File: config.mk
export PLATFORM = sky130hd
export DESIGN_NAME = bounded_byte_deque_unit_flat
export DESIGN_NICKNAME = d
export VERILOG_FILES = /design/src/design/bbd_pkg.sv /design/src/design/bbd_cmd_if.sv /design/src/design/bbd_rsp_if.sv /design/src/design/bounded_byte_deque_unit.sv /design/src/flat_wrapper.sv
export VERILOG_INCLUDE_DIRS = /design/src /design/src/design
export SDC_FILE = /design/constraint.sdc
export NUM_CORES = 1
export LEC_CHECK = 0
export BUFFER_PORTS_ARGS = -buffer_cell sky130_fd_sc_hd__buf_2
export CORE_MARGIN = 1.5
export CORE_UTILIZATION = 50
export DETAILED_ROUTE_END_ITERATION = 6
export PLACE_DENSITY = 0.75
export SYNTH_ARGS = -nofsm -noshare
export SYNTH_HDL_FRONTEND = slang
export SYNTH_SLANG_ARGS = --single-unit
File: constraint.sdc
create_clock -name clk_i -period 4.31 [get_ports clk_i]
set_clock_uncertainty 0.2 [all_clocks]
set_input_delay 0.862 -clock clk_i [delete_from_list [all_inputs] [get_ports clk_i]]
set_output_delay 0.862 -clock clk_i [all_outputs]
set_load 0.03 [all_outputs]
File: src/design/bounded_byte_deque_unit_assert.svh
// Assertion macros used by the deque RTL.
`ifndef BOUNDED_BYTE_DEQUE_UNIT_ASSERT_SVH
`define BOUNDED_BYTE_DEQUE_UNIT_ASSERT_SVH

// Check that cons holds in the same cycle as ante.
`define BBD_ASSERT_SAME(lbl, clk, rst_n, ante, cons, msg) \
  lbl: assert property (@(posedge clk) disable iff (!rst_n) (ante) |-> (cons)) \
    else $error(msg);

// Check that cons holds in the cycle after ante.
`define BBD_ASSERT_NEXT(lbl, clk, rst_n, ante, cons, msg) \
  lbl: assert property (@(posedge clk) disable iff (!rst_n) (ante) |=> (cons)) \
    else $error(msg);

`endif

File: src/design/bbd_pkg.sv
package bbd_pkg;

  // Fixed field widths of the command and response channels
  localparam int unsigned CMD_W    = 4;
  localparam int unsigned VALUE_W  = 8;
  localparam int unsigned STATUS_W = 2;
  localparam int unsigned DOUT_W   = 8;
  localparam int unsigned FILL_W   = 4;

  typedef enum logic [CMD_W-1:0] {
    CMD_PUSH_FRONT    = 4'd0,
    CMD_PUSH_BACK     = 4'd1,
    CMD_POP_FRONT     = 4'd2,
    CMD_POP_BACK      = 4'd3,
    CMD_PEEK_FRONT    = 4'd4,
    CMD_PEEK_BACK     = 4'd5,
    CMD_REPLACE_FRONT = 4'd6,
    CMD_REPLACE_BACK  = 4'd7,
    CMD_CLEAR         = 4'd8,
    CMD_QUERY         = 4'd9
  } cmd_e;

  typedef enum logic [STATUS_W-1:0] {
    ST_OK    = 2'd0,
    ST_EMPTY = 2'd1,
    ST_FULL  = 2'd2
  } status_e;

  typedef enum logic {
    S_IDLE = 1'b0,
    S_READ = 1'b1
  } state_e;

endpackage

File: src/design/bbd_cmd_if.sv
interface bbd_cmd_if;
  import bbd_pkg::*;

  logic               valid;
  logic               ready;
  logic [CMD_W-1:0]   command;
  logic [VALUE_W-1:0] value;

  modport source (output valid, output command, output value, input ready);
  modport sink (input valid, input command, input value, output ready);
endinterface

File: src/design/bbd_rsp_if.sv
interface bbd_rsp_if;
  import bbd_pkg::*;

  logic                valid;
  logic                ready;
  logic [STATUS_W-1:0] status;
  logic [DOUT_W-1:0]   data_out;
  logic [FILL_W-1:0]   fill_count;
  logic                is_empty;

  modport source (output valid, output status, output data_out, output fill_count,
                  output is_empty, input ready);
  modport sink (input valid, input status, input data_out, input fill_count,
                input is_empty, output ready);
endinterface

File: src/design/bounded_byte_deque_unit.sv
// Push, replace, clear, query, and any command refused on a full or empty deque:
// result valid in the cycle after the command transfer.
// Pop and peek on a non-empty deque: result valid after the synchronous read of the
// entry memory into its read register, then the response register (state S_READ).
// Throughput: one command per cycle while the response side keeps up; a read stalls the next command.
// Reset (async, active low) empties the deque at once; entry memory is not cleared.
module bounded_byte_deque_unit #(
  parameter int unsigned CAPACITY   = 8,
  parameter int unsigned DATA_WIDTH = 8
) (
  input  logic clk_i,
  input  logic rst_ni,
  bbd_cmd_if.sink   cmd_i,
  bbd_rsp_if.source rsp_o
);
  import bbd_pkg::*;

  localparam int unsigned IDX_W  = $clog2(CAPACITY);
  localparam int unsigned CNT_W  = $clog2(CAPACITY + 1);
  localparam int unsigned SUM_W  = CNT_W + 1;
  localparam int unsigned COPY_W = (DATA_WIDTH < VALUE_W) ? DATA_WIDTH : VALUE_W;

  // Entry memory with a registered read
  logic [DATA_WIDTH-1:0] mem_q [CAPACITY];
  logic [DATA_WIDTH-1:0] rd_data_q;
  logic                  mem_we;
  logic                  mem_re;
  logic [IDX_W-1:0]      mem_addr;
  logic [DATA_WIDTH-1:0] wr_data;

  // Pointer, count and control state
  state_e           state_q, state_d;
  logic [IDX_W-1:0] head_q, head_d;
  logic [CNT_W-1:0] count_q, count_d;

  // Response register
  logic              out_valid_q, out_valid_d;
  status_e           status_q, status_d;
  logic [DOUT_W-1:0] dout_q, dout_d;
  logic [FILL_W-1:0] fill_q, fill_d;
  logic              empty_q, empty_d;

  logic             cmd_xfer;
  logic             is_full;
  logic             is_none;
  logic [IDX_W-1:0] head_dec;
  logic [IDX_W-1:0] head_inc;
  logic [SUM_W-1:0] tail_sum;
  logic [SUM_W-1:0] back_sum;
  logic [IDX_W-1:0] tail_slot;
  logic [IDX_W-1:0] back_slot;
  cmd_e             cmd;

  assign cmd     = cmd_e'(cmd_i.command);
  assign is_full = (count_q == CNT_W'(CAPACITY));
  assign is_none = (count_q == '0);
  assign wr_data = DATA_WIDTH'(cmd_i.value[COPY_W-1:0]);

  assign cmd_i.ready = (state_q == S_IDLE) && (!out_valid_q || rsp_o.ready);
  assign cmd_xfer    = cmd_i.valid && cmd_i.ready;

  // Wrap end slots with one compare and subtract
  assign head_dec = (head_q == '0) ? IDX_W'(CAPACITY - 1) : head_q - 1'b1;
  assign head_inc = (head_q == IDX_W'(CAPACITY - 1)) ? '0 : head_q + 1'b1;
  assign tail_sum = SUM_W'(head_q) + SUM_W'(count_q);
  assign back_sum = tail_sum - 1'b1;
  assign tail_slot = (tail_sum >= SUM_W'(CAPACITY)) ?
                     IDX_W'(tail_sum - SUM_W'(CAPACITY)) : IDX_W'(tail_sum);
  assign back_slot = (back_sum >= SUM_W'(CAPACITY)) ?
                     IDX_W'(back_sum - SUM_W'(CAPACITY)) : IDX_W'(back_sum);

  // Decode the command, drive the memory port and the response
  always_comb begin
    state_d     = state_q;
    head_d      = head_q;
    count_d     = count_q;
    out_valid_d = out_valid_q && !rsp_o.ready;
    status_d    = status_q;
    dout_d      = dout_q;
    fill_d      = fill_q;
    empty_d     = empty_q;
    mem_we      = 1'b0;
    mem_re      = 1'b0;
    mem_addr    = head_q;

    case (state_q)
      S_IDLE: begin
        if (cmd_xfer) begin
          status_d = ST_OK;
          dout_d   = '0;
          case (cmd)
            CMD_PUSH_FRONT: begin
              if (is_full) begin
                status_d = ST_FULL;
              end else begin
                mem_we   = 1'b1;
                mem_addr = head_dec;
                head_d   = head_dec;
                count_d  = count_q + 1'b1;
              end
            end
            CMD_PUSH_BACK: begin
              if (is_full) begin
                status_d = ST_FULL;
              end else begin
                mem_we   = 1'b1;
                mem_addr = tail_slot;
                count_d  = count_q + 1'b1;
              end
            end
            CMD_POP_FRONT, CMD_PEEK_FRONT: begin
              if (is_none) begin
                status_d = ST_EMPTY;
              end else begin
                mem_re   = 1'b1;
                mem_addr = head_q;
                if (cmd == CMD_POP_FRONT) begin
                  head_d  = head_inc;
                  count_d = count_q - 1'b1;
                end
              end
            end
            CMD_POP_BACK, CMD_PEEK_BACK: begin
              if (is_none) begin
                status_d = ST_EMPTY;
              end else begin
                mem_re   = 1'b1;
                mem_addr = back_slot;
                if (cmd == CMD_POP_BACK) begin
                  count_d = count_q - 1'b1;
                end
              end
            end
            CMD_REPLACE_FRONT: begin
              if (is_none) begin
                status_d = ST_EMPTY;
              end else begin
                mem_we   = 1'b1;
                mem_addr = head_q;
              end
            end
            CMD_REPLACE_BACK: begin
              if (is_none) begin
                status_d = ST_EMPTY;
              end else begin
                mem_we   = 1'b1;
                mem_addr = back_slot;
              end
            end
            CMD_CLEAR: begin
              head_d  = '0;
              count_d = '0;
            end
            default: begin
              // query and unused codes leave the state alone
            end
          endcase
          fill_d  = FILL_W'(count_d);
          empty_d = (count_d == '0);
          // hold the response until read data returns
          if (mem_re) begin
            state_d = S_READ;
          end else begin
            out_valid_d = 1'b1;
          end
        end
      end
      S_READ: begin
        // response register is free here: load the read data
        out_valid_d = 1'b1;
        dout_d      = DOUT_W'(rd_data_q[COPY_W-1:0]);
        state_d     = S_IDLE;
      end
      default: begin
        state_d = S_IDLE;
      end
    endcase
  end

  // Entry memory: write and registered read
  always_ff @(posedge clk_i) begin
    if (mem_we) begin
      mem_q[mem_addr] <= wr_data;
    end
    if (mem_re) begin
      rd_data_q <= mem_q[mem_addr];
    end
  end

  // Control registers
  always_ff @(posedge clk_i or negedge rst_ni) begin
    if (!rst_ni) begin
      state_q     <= S_IDLE;
      head_q      <= '0;
      count_q     <= '0;
      out_valid_q <= 1'b0;
    end else begin
      state_q     <= state_d;
      head_q      <= head_d;
      count_q     <= count_d;
      out_valid_q <= out_valid_d;
    end
  end

  // Response payload
  always_ff @(posedge clk_i) begin
    status_q <= status_d;
    dout_q   <= dout_d;
    fill_q   <= fill_d;
    empty_q  <= empty_d;
  end

  assign rsp_o.valid      = out_valid_q;
  assign rsp_o.status     = status_q;
  assign rsp_o.data_out   = dout_q;
  assign rsp_o.fill_count = fill_q;
  assign rsp_o.is_empty   = empty_q;

`include "bounded_byte_deque_unit_assert.svh"

  `BBD_ASSERT_SAME(a_count_bound, clk_i, rst_ni, 1'b1,
                   count_q <= CNT_W'(CAPACITY), "count above capacity")
  `BBD_ASSERT_NEXT(a_read_completes, clk_i, rst_ni, state_q == S_READ,
                   out_valid_q && state_q == S_IDLE, "read did not complete")
  `BBD_ASSERT_NEXT(a_full_push, clk_i, rst_ni,
                   cmd_xfer && is_full && (cmd == CMD_PUSH_FRONT || cmd == CMD_PUSH_BACK),
                   out_valid_q && status_q == ST_FULL && $stable(head_q) && $stable(count_q),
                   "push on full deque changed state")
  `BBD_ASSERT_SAME(a_read_slot_free, clk_i, rst_ni, state_q == S_READ,
                   !out_valid_q, "response register busy during read")

endmodule

File: src/flat_wrapper.sv
// flat-port wrapper written by rule: the top's interface ports become plain ports
module bounded_byte_deque_unit_flat import bbd_pkg::*;
#(
  parameter int unsigned CAPACITY   = 8,
  parameter int unsigned DATA_WIDTH = 8
)
  (clk_i, rst_ni, cmd_i_valid, cmd_i_command, cmd_i_value, cmd_i_ready, rsp_o_valid, rsp_o_status, rsp_o_data_out, rsp_o_fill_count, rsp_o_is_empty, rsp_o_ready);
  bbd_cmd_if cmd_i_i ();
  bbd_rsp_if rsp_o_i ();
  input  logic clk_i;
  input  logic rst_ni;
  input wire logic [$bits(cmd_i_i.valid)-1:0] cmd_i_valid;
  input wire logic [$bits(cmd_i_i.command)-1:0] cmd_i_command;
  input wire logic [$bits(cmd_i_i.value)-1:0] cmd_i_value;
  output wire logic [$bits(cmd_i_i.ready)-1:0] cmd_i_ready;
  output wire logic [$bits(rsp_o_i.valid)-1:0] rsp_o_valid;
  output wire logic [$bits(rsp_o_i.status)-1:0] rsp_o_status;
  output wire logic [$bits(rsp_o_i.data_out)-1:0] rsp_o_data_out;
  output wire logic [$bits(rsp_o_i.fill_count)-1:0] rsp_o_fill_count;
  output wire logic [$bits(rsp_o_i.is_empty)-1:0] rsp_o_is_empty;
  input wire logic [$bits(rsp_o_i.ready)-1:0] rsp_o_ready;
  assign cmd_i_i.valid = cmd_i_valid;
  assign cmd_i_i.command = cmd_i_command;
  assign cmd_i_i.value = cmd_i_value;
  assign cmd_i_ready = cmd_i_i.ready;
  assign rsp_o_valid = rsp_o_i.valid;
  assign rsp_o_status = rsp_o_i.status;
  assign rsp_o_data_out = rsp_o_i.data_out;
  assign rsp_o_fill_count = rsp_o_i.fill_count;
  assign rsp_o_is_empty = rsp_o_i.is_empty;
  assign rsp_o_i.ready = rsp_o_ready;
  bounded_byte_deque_unit #(.CAPACITY(CAPACITY), .DATA_WIDTH(DATA_WIDTH)) u_core (.clk_i(clk_i), .rst_ni(rst_ni), .cmd_i(cmd_i_i), .rsp_o(rsp_o_i));
endmodule
==> out/metrics.cfg <==
[yosys]
synth_cell_type_count=56
ys_seq_area_share_pct=62.10
yosys.area.top_type=edfxtp_1
syn_area_per_cell_um2=14.06
synth_edf_count=87
synth.ff_latch_count=96
synth_area_leaders=edfxtp_1, mux2i_1, dfrtp_1
syn_nets=350
synth_area_um2=4569
synth_ff_type=edfxtp_1
async_flop_share_pct=9.375
ys_top_cells_by_count=edfxtp_1, mux2i_1, nor2_1
syn_inst=325
yosysWarnings=0
yosysMostFrequentCell=edfxtp_1
yosysTopAreaCellShare_pct=57.17

[cts]
clock_sinks=96
root_buffer=clkbuf_8
cts_resized=0
clockBufferDepth=2
cts_tree=done
cts_buffers=9
cts-hold-fix-buffers=0
worst_setup_hold_path_clk_slew_ps=90
clk_latency_ps=360
post_cts_buffers=0
cts_max_level=3

[floorplanning]
fp-row-count=34
die_area_um2=9721
die_w_um=98.60
coreArea_um2=8806
ioPinCount=33
start_util_pct=51.89
die_h_um=98.60

[job]
maxCapViolations=0

[route]
wl_per_cell_um=17.84
ant_nets=0
vias_per_cell=5.681
wl_um=8564
vias=2727
drt-initial-drc-count=156
dr.pass1.iters=7
drc_errors=5

[cells_and_area]
final_cells=480
layout-drive-gt1-share_pct=22.31
nets=392
area_delta_synth_final_pct=10.95
antenna_cells=0
fillerInstances=700

[global_route]
grt_overflow=0
grt_max_degree=21
grt_pass1_vias=2606
grt_antenna_before_repair=0
grtUsageTotal_pct=18.79
grt_pass1_wl_um=13680

[placed_design]
port_buffers=32
place.gp.congestion=0.9830
dp.cells=464
hpwlAfterDp_um=5995

[worst_setup_path]
r2r_slack_ps=650
crit_path_start_kind=flop
crit_fanout=9
rr_startpoint=u_core.head_q[0]
r2r_cells=10
timing.rr.end=u_core.mem_q[6][6]
endpoint_kind=flop
criticalPathCategory=reg2reg
crit_required_ps=4110
critPathArrivalTime_ps=3460

[timing]
setup_tns_ps=0
rsz0062_at_grt=false
period_share_pct=84.94
final_max_slew_viol_count=0
max_freq_mhz=273.2
worst_slew_pin_slew_ps=802.7
whs_ps=150.6
setup_viol=0
period_minus_slack_ps=3661
hold_violations=0
slew-limit-headroom_pct=46.29

[status]
failed_checks=DRC
outcome=finished, violations left

[min_path]
worstHoldPathType=in2async

[pwr]
power.static_leakage_nw=1.919
peakVddDrop_mv=0.2211
power.density_nw_per_um2=583.2

cell type report:
cell class	instances	area, um2	area share, %
clock inverter	7	80.08	1.579
tap	108	135.1	2.665
multi-input combinational	201	1579	31.15
clock buffer	9	123.9	2.443
inverter	13	48.80	0.9625
timing repair buffer	46	265.3	5.232
sequential	96	2838	55.97
state kept, by name, summed over array words and instances (netlist names):
| register | flops |
|---|---|
| u_core.count_q | 4 |
| u_core.head_q | 3 |
| u_core.mem_q | 64 |
| u_core.rd_data_q | 8 |
| u_core.rsp_o.data_out | 8 |
| u_core.rsp_o.fill_count | 4 |
| u_core.rsp_o.is_empty | 1 |
| u_core.rsp_o.status | 2 |
| u_core.rsp_o.valid | 1 |
| u_core.state_q | 1 |
placed cells by master, fill, tap and decap left out, types with 4 or more instances in the layout:
| cell type | instances |
|---|---|
| a21oi_1 | 10 |
| and2_1 | 9 |
| buf_2 | 32 |
| buf_4 | 14 |
| clkbuf_8 | 9 |
| dfrtp_1 | 9 |
| edfxtp_1 | 87 |
| ha_1 | 8 |
| inv_1 | 12 |
| mux2_2 | 10 |
| mux2i_1 | 46 |
| nand2_1 | 13 |
| nand3_1 | 6 |
| nor2_1 | 23 |
| nor3_1 | 6 |
| o21ai_0 | 11 |
| or3_1 | 4 |
stage by stage:
stage	util [%]	power, mW	worst slack, ps	instance area [um2]
finish	57.57	2.957	649.2	5070
global route	57.57	3.122	436.1	5070
CTS	57.57	2.975	646.4	5070
detailed placement	55.26	2.383	669.9	4866
global placement	55.26	2.346	793.6	4866
floorplan	-	2.143	794.2	4569
kinds of logic after synthesis:
logic type / synth area share, %
AO/OA/AOI/OAI: 7.530
XOR/XNOR: 0.9586
adder cells (fa/ha/maj): 2.629
buffers and inverters: 3.340
flip-flops: 62.10
multiplexers: 13.03
AND/OR/NAND/NOR: 10.41
power breakdown:
part,internal (mW),leakage (nW),switching (mW)
clock,0.275,0.0969,0.315
combinational,0.500,0.913,0.649
sequential,1.13,0.909,0.0890
total,1.90,1.92,1.05
critical path, stage by stage, from the launching register on:
cell and delay [ps]:
dfrtp_1 500, ha_1 200, inv_1 50, fa_1 460, ha_1 210, xor2_1 150, nor3_1 200, o2111ai_1 220
a31oi_4 320, o21ai_1 140, nor2_1 650
metal layers:
metal / global-route usage (%) / wire [um]
met1: 25.14 / 3865
met5: 0 / 0
met3: 4.539 / 374
met4: 6.593 / 93
met2: 30.29 / 4232
worst max-delay path by stage:
stage / from / slack (ps) / cells after the start / to
2_1_floorplan: u_core.head_q[0] / 790 / 12 / u_core.mem_q[4][0]
3_3_place_gp: u_core.head_q[0] / 790 / 10 / u_core.mem_q[6][3]
3_5_place_dp: u_core.head_q[0] / 670 / 10 / u_core.mem_q[6][3]
4_1_cts: u_core.head_q[0] / 650 / 10 / u_core.mem_q[6][6]
5_1_grt: u_core.head_q[0] / 440 / 10 / u_core.mem_q[6][5]
6_report: u_core.head_q[0] / 650 / 10 / u_core.mem_q[6][6]
No activity file was read; power rests on OpenSTA's default activity.
